===== src/rtl/core/prap_pkg.sv =====
// shared types, constants and tables for the point rotation block
package prap_pkg;

   localparam int STEP_W        = 5;
   localparam int JOINT_SLOTS   = 8;
   localparam int REDUCE_STEPS  = 6;
   localparam int ZW            = 34;

   localparam logic signed [ZW-1:0] PI_Q30      = 34'sd3373259426;
   localparam logic signed [ZW-1:0] TWO_PI_Q30  = 34'sd6746518852;
   localparam logic signed [ZW-1:0] HALF_PI_Q30 = 34'sd1686629713;
   localparam logic signed [ZW-1:0] GAIN_Q30    = 34'sd652032874;
   localparam logic [38:0]          TWO_PI_RED  = 39'd6746518852;
   localparam logic signed [65:0]   ROUND_Q29   = 66'sd268435456;

   typedef struct packed {
      logic              load;
      logic              limit;
      logic              reduce;
      logic              fold;
      logic              prep;
      logic              rotate;
      logic              scale;
      logic              mul0;
      logic              mul1;
      logic              mul2;
      logic              finish;
      logic [STEP_W-1:0] step;
   } prap_cmd_type;

   typedef struct packed {
      logic out_free;
   } prap_status_type;

   function automatic logic [31:0] atan_q30(input logic [STEP_W-1:0] i);
      case (i)
         5'd0:    return 32'd843314857;
         5'd1:    return 32'd497837829;
         5'd2:    return 32'd263043837;
         5'd3:    return 32'd133525159;
         5'd4:    return 32'd67021687;
         5'd5:    return 32'd33543516;
         5'd6:    return 32'd16775851;
         5'd7:    return 32'd8388437;
         5'd8:    return 32'd4194283;
         5'd9:    return 32'd2097149;
         5'd10:   return 32'd1048576;
         5'd11:   return 32'd524288;
         5'd12:   return 32'd262144;
         5'd13:   return 32'd131072;
         5'd14:   return 32'd65536;
         5'd15:   return 32'd32768;
         5'd16:   return 32'd16384;
         5'd17:   return 32'd8192;
         5'd18:   return 32'd4096;
         5'd19:   return 32'd2048;
         5'd20:   return 32'd1024;
         5'd21:   return 32'd512;
         5'd22:   return 32'd256;
         5'd23:   return 32'd128;
         5'd24:   return 32'd64;
         5'd25:   return 32'd32;
         5'd26:   return 32'd16;
         5'd27:   return 32'd8;
         5'd28:   return 32'd4;
         5'd29:   return 32'd2;
         default: return 32'd0;
      endcase
   endfunction

   // two pi scaled by 32, 16, ... 1 for the remainder steps
   function automatic logic [38:0] reduce_divisor(input logic [STEP_W-1:0] i);
      case (i)
         5'd0:    return TWO_PI_RED << 5;
         5'd1:    return TWO_PI_RED << 4;
         5'd2:    return TWO_PI_RED << 3;
         5'd3:    return TWO_PI_RED << 2;
         5'd4:    return TWO_PI_RED << 1;
         default: return TWO_PI_RED;
      endcase
   endfunction

endpackage


===== src/rtl/core/prap_ctrl.sv =====
// sequencer for the point rotation datapath
module prap_ctrl
   import prap_pkg::*;
#(
   parameter int CORDIC_STEPS = 18
) (
   input  logic            clock,
   input  logic            reset,
   input  logic            req_valid,
   output logic            req_stall,
   input  prap_status_type status,
   output prap_cmd_type    cmd
);

   typedef enum logic [9:0] {
      ST_IDLE   = 10'b0000000001,
      ST_LIMIT  = 10'b0000000010,
      ST_REDUCE = 10'b0000000100,
      ST_FOLD   = 10'b0000001000,
      ST_PREP   = 10'b0000010000,
      ST_ROTATE = 10'b0000100000,
      ST_SCALE  = 10'b0001000000,
      ST_MUL0   = 10'b0010000000,
      ST_MUL1   = 10'b0100000000,
      ST_MUL2   = 10'b1000000000
   } prap_state_type;

   localparam logic [STEP_W-1:0] LAST_ROT = STEP_W'(CORDIC_STEPS - 1);
   localparam logic [STEP_W-1:0] LAST_RED = STEP_W'(REDUCE_STEPS - 1);

   prap_state_type    state_ff, state_in;
   logic [STEP_W-1:0] step_ff, step_in;
   logic              done_ff, done_in;

   always_comb begin
      state_in = state_ff;
      step_in  = step_ff;
      done_in  = done_ff;
      cmd      = '0;
      cmd.step = step_ff;
      unique case (state_ff)
         ST_IDLE: begin
            if (req_valid) begin
               cmd.load = 1'b1;
               state_in = ST_LIMIT;
            end
         end
         ST_LIMIT: begin
            cmd.limit = 1'b1;
            step_in   = '0;
            state_in  = ST_REDUCE;
         end
         ST_REDUCE: begin
            cmd.reduce = 1'b1;
            step_in    = step_ff + 1'b1;
            if (step_ff == LAST_RED) begin
               state_in = ST_FOLD;
            end
         end
         ST_FOLD: begin
            cmd.fold = 1'b1;
            state_in = ST_PREP;
         end
         ST_PREP: begin
            cmd.prep = 1'b1;
            step_in  = '0;
            state_in = ST_ROTATE;
         end
         ST_ROTATE: begin
            cmd.rotate = 1'b1;
            step_in    = step_ff + 1'b1;
            if (step_ff == LAST_ROT) begin
               state_in = ST_SCALE;
            end
         end
         ST_SCALE: begin
            cmd.scale = 1'b1;
            state_in  = ST_MUL0;
         end
         ST_MUL0: begin
            cmd.mul0 = 1'b1;
            state_in = ST_MUL1;
         end
         ST_MUL1: begin
            cmd.mul1 = 1'b1;
            state_in = ST_MUL2;
         end
         ST_MUL2: begin
            // sums are held until the result register frees up
            if (!done_ff) begin
               cmd.mul2 = 1'b1;
               done_in  = 1'b1;
            end else if (status.out_free) begin
               cmd.finish = 1'b1;
               done_in    = 1'b0;
               state_in   = ST_IDLE;
            end
         end
         default: state_in = ST_IDLE;
      endcase
   end

   always_ff @(posedge clock) begin
      if (reset) begin
         state_ff <= ST_IDLE;
         step_ff  <= '0;
         done_ff  <= 1'b0;
      end else begin
         state_ff <= state_in;
         step_ff  <= step_in;
         done_ff  <= done_in;
      end
   end

   assign req_stall = (state_ff != ST_IDLE);

endmodule


===== config.mk =====
export PLATFORM = sky130hd
export DESIGN_NAME = prap_ctrl
export DESIGN_NICKNAME = d
export VERILOG_FILES = /design/src/rtl/core/prap_pkg.sv /design/src/rtl/core/prap_ctrl.sv
export SDC_FILE = /design/constraint.sdc
export NUM_CORES = 1
export LEC_CHECK = 0
export ABC_AREA = 1
export BUFFER_PORTS_ARGS = -buffer_cell sky130_fd_sc_hd__buf_2
export CAP_MARGIN = 10
export CORE_AREA = 3 3 48 50
export CTS_BUF_LIST = sky130_fd_sc_hd__clkbuf_4 sky130_fd_sc_hd__clkbuf_8
export DETAILED_ROUTE_END_ITERATION = 16
export DIE_AREA = 0 0 51 53
export PLACE_DENSITY = 0.77
export SYNTH_ARGS = -nofsm -noshare
export SYNTH_HDL_FRONTEND = slang
export SYNTH_SLANG_ARGS = --single-unit

===== constraint.sdc =====
create_clock -name clock -period 1.6 [get_ports clock]
set_input_delay 0.16 -clock clock [delete_from_list [all_inputs] [get_ports clock]]
set_output_delay 0.16 -clock clock [all_outputs]
set_load 0.01 [all_outputs]

==> flow_summary.toml <==
[outcome]
status = "finished, final reports clean"

[logic_synthesis]
synth_cell_types = 22
ys_top_cells_by_area = "dfxtp_1 (31%), nand2_1 (15%), inv_1 (11%), nor2_1 (9.7%), nand3_1 (5.7%)"
synth.avg_cell_area_um2 = 6.18
syn_nets = 176
synth_top_area_frac = 0.305
synth_area_leader_cell = "dfxtp_1"
synth-edff-count = 0
syn_area_um2 = 1050
synth_commonest_cells = "nand2_1 (43), inv_1 (32), nor2_1 (27)"
async_flop_share = 0
yosysWarnings = 0
synth_cells = 170
synthFlopType = "dfxtp_1"
ys_seq_elements = 16
ys_seq_area_frac = 0.305
synthMostInstantiatedCell = "nand2_1"

[sta]
layout_setup_ws_ns = 0.0222
setup_viol = 0
max_freq_mhz = 634
fin_crit_ns = 1.58
fin_crit_sh = 0.986
hold_viol = 0
slew_headroom = 0.744
tightest_slew_ns = 0.383
drv_slew = 0
setup-tns-final_ns = 0
rsz0062_at_grt = "true"
finClkSkew_ns = 0.00160

[power_and_ir_drop]
p_per_area_nw_per_um2 = 1540
leakagePower_nw = 0.725
fin_total_pwr_mw = 1.98
max-vdd-ir-drop_mv = 0.869

[placed_design]
place_ws_ns = 0.104
place_hpwl_um = 1840
place_congestion = 0.925
port_buffers = 20

[clock_network]
clk_path_buf_depth = 2
cts_tree = "yes"
cts-buffers-inserted = 3
root_buffer = "clkbuf_4"
path_clk_slew_ns = 0.10
post_cts_buffers = 0
clk_latency_ns = 0.29
cts_max_level = 1
numClockSinks = 16

[setup_path]
critPathCaptureType = "output pin"
crit_required_ns = 1.44
cp_slowest_cell = "dfxtp_1"
cpLargestDelayFamily = "simple AND/OR/NAND/NOR gates"
crit_fanout = 6
max_stage_delay_ns = 0.34
critical_path_class = "reg2out"
cp-endpoint = "cmd[6]"
path_buf_inv = 1
path_cells = "nor2_2 > nand2_4 > nor2_4 > nand2_2 > nor2_1 > buf_2"
path_depth = 6
r2r-start = "state_ff[1]$_SDFFE_PP0P_"
crit_arrival_ns = 1.42
rr_worst_depth = 10
r2r_end = "step_ff[1]$_SDFFE_PP0P_"
reg2reg_setup_slack_ns = 0.15
crit_path_start = "state_ff[1]$_SDFFE_PP0P_"
start_kind = "flop"

[layout]
diodes = 0
drive_above_1_share = 0.289
syn2layout_area_growth_pct = 22.4
fin_nets = 201
n_fill_cell = 191

[routing]
wl_um = 2580
drt_iter0_drc = 39
drt-met1-wl_um = 1140
via_per_inst = 4.92
routedWlPerCell_um = 11.7
dr.pass1.iters = 4
met2WireLength_um = 1270
dr_wl_met3_um = 111
via_count = 1087
antenna_left = 0
routed.top_layer = "met4"
drc_errors = 0

[min_path]
hold_class = "in2reg"

[floorplan]
core_um2 = 1940
dieArea_um2 = 2700
die_h_um = 53
ios = 21
rows = 16
die_w_um = 51
start_util = 0.541

[grt]
grt_pass1_wl_um = 4080
grt_antenna_before_repair = 0
grt_pass1_vias = 993
grt.overflow.total = 0
grt.total_usage = 0.202
grt_max_degree = 13

[run]
maxCapViolations = 0
-- power breakdown --
group	switching (mW)	internal, mW	leakage, nW	total (mW)
Combinational	0.761	0.383	0.572	1.14
Clock	0.135	0.139	0.0210	0.273
Sequential	0.0901	0.473	0.132	0.563
Total	0.986	0.995	0.725	1.98
-- what timing repair did --
action | in CTS | in global routing
hold buffers | 0 | 0
setup endpoints to repair | 3 | 15
pin swaps | 0 | 4
gates resized for setup | 2 | 14
-- metrics by stage --
step | cell area, um^2 | std cells | hold WS (ns) | utilization
6_report | 1280 | 221 | 0.0818 | 0.662
3_5_place_dp | 1190 | 217 | 0.391 | 0.611
3_3_place_gp | 1190 | 217 | 0.391 | 0.611
4_1_cts | 1230 | 221 | 0.0761 | 0.636
5_1_grt | 1280 | 221 | 0.0913 | 0.662
2_1_floorplan | 1050 | 170 | 0.222 | -
-- routing by layer --
layer / global-route usage / vias up
met5: 0 / -
met4: 0.103 / 0
met3: 0.0254 / 9
met2: 0.330 / 31
met1: 0.259 / 484
li1: - / 563
-- registers in the layout, indices dropped and copies added (netlist names) --
| signal | count |
|---|---|
| step_ff | 5 |
| done_ff | 1 |
| state_ff | 10 |
-- cells in the final DEF, fill, tap and decap left out, types with 2 or more instances in the layout --
| cell | n |
|---|---|
| o21ai_0 | 2 |
| nand3_1 | 12 |
| nand4_1 | 3 |
| nor2_4 | 8 |
| a21oi_1 | 5 |
| dfxtp_2 | 4 |
| inv_1 | 32 |
| nor2_2 | 2 |
| nand2_4 | 2 |
| ha_1 | 2 |
| buf_2 | 20 |
| inv_2 | 4 |
| xor2_1 | 2 |
| nor2_1 | 25 |
| dfxtp_1 | 12 |
| nand3_2 | 2 |
| clkbuf_4 | 3 |
| nand2_2 | 5 |
| nand2_1 | 41 |
-- how the worst min path moves through the flow --
stage,from,to,slack [ns],depth (start not counted)
3_3_place_gp,reset,step_ff[1]$_SDFFE_PP0P_,0.39,2
3_5_place_dp,reset,step_ff[1]$_SDFFE_PP0P_,0.39,2
2_1_floorplan,reset,step_ff[1]$_SDFFE_PP0P_,0.22,1
6_report,reset,step_ff[1]$_SDFFE_PP0P_,0.08,2
5_1_grt,reset,step_ff[1]$_SDFFE_PP0P_,0.09,2
4_1_cts,reset,step_ff[1]$_SDFFE_PP0P_,0.08,2
-- cells by family (layout without fill, tap and decap cells) --
| kind of cell | count (synthesis) | count (layout) | share of synthesized area |
|---|---|---|---|
| AOI/OAI and AO/OA | 8 | 8 | 0.0417 |
| xor gates and xnor gates | 2 | 2 | 0.0167 |
| adders and majority gates | 2 | 2 | 0.0238 |
| buffers and inverters | 37 | 61 | 0.132 |
| DFF | 16 | 16 | 0.305 |
| and+or+nand+nor | 105 | 105 | 0.480 |
-- worst reg2reg max path: cells and delay by family (launching register included) --
family	cells	cell delay, ns
simple gates	6	0.72
flops	1	0.34
buf+inv	3	0.23
compound gates	1	0.05
-- area by class of cell --
type | count | area, um^2 | area share
tap | 27 | 33.8 | 0.0263
inverter | 36 | 135 | 0.105
multi-input combinational | 117 | 647 | 0.503
sequential | 16 | 325 | 0.253
timing repair buffer | 21 | 108 | 0.0837
clock buffer | 4 | 36.3 | 0.0282
Note: power is estimated with default switching activity, not from simulation.
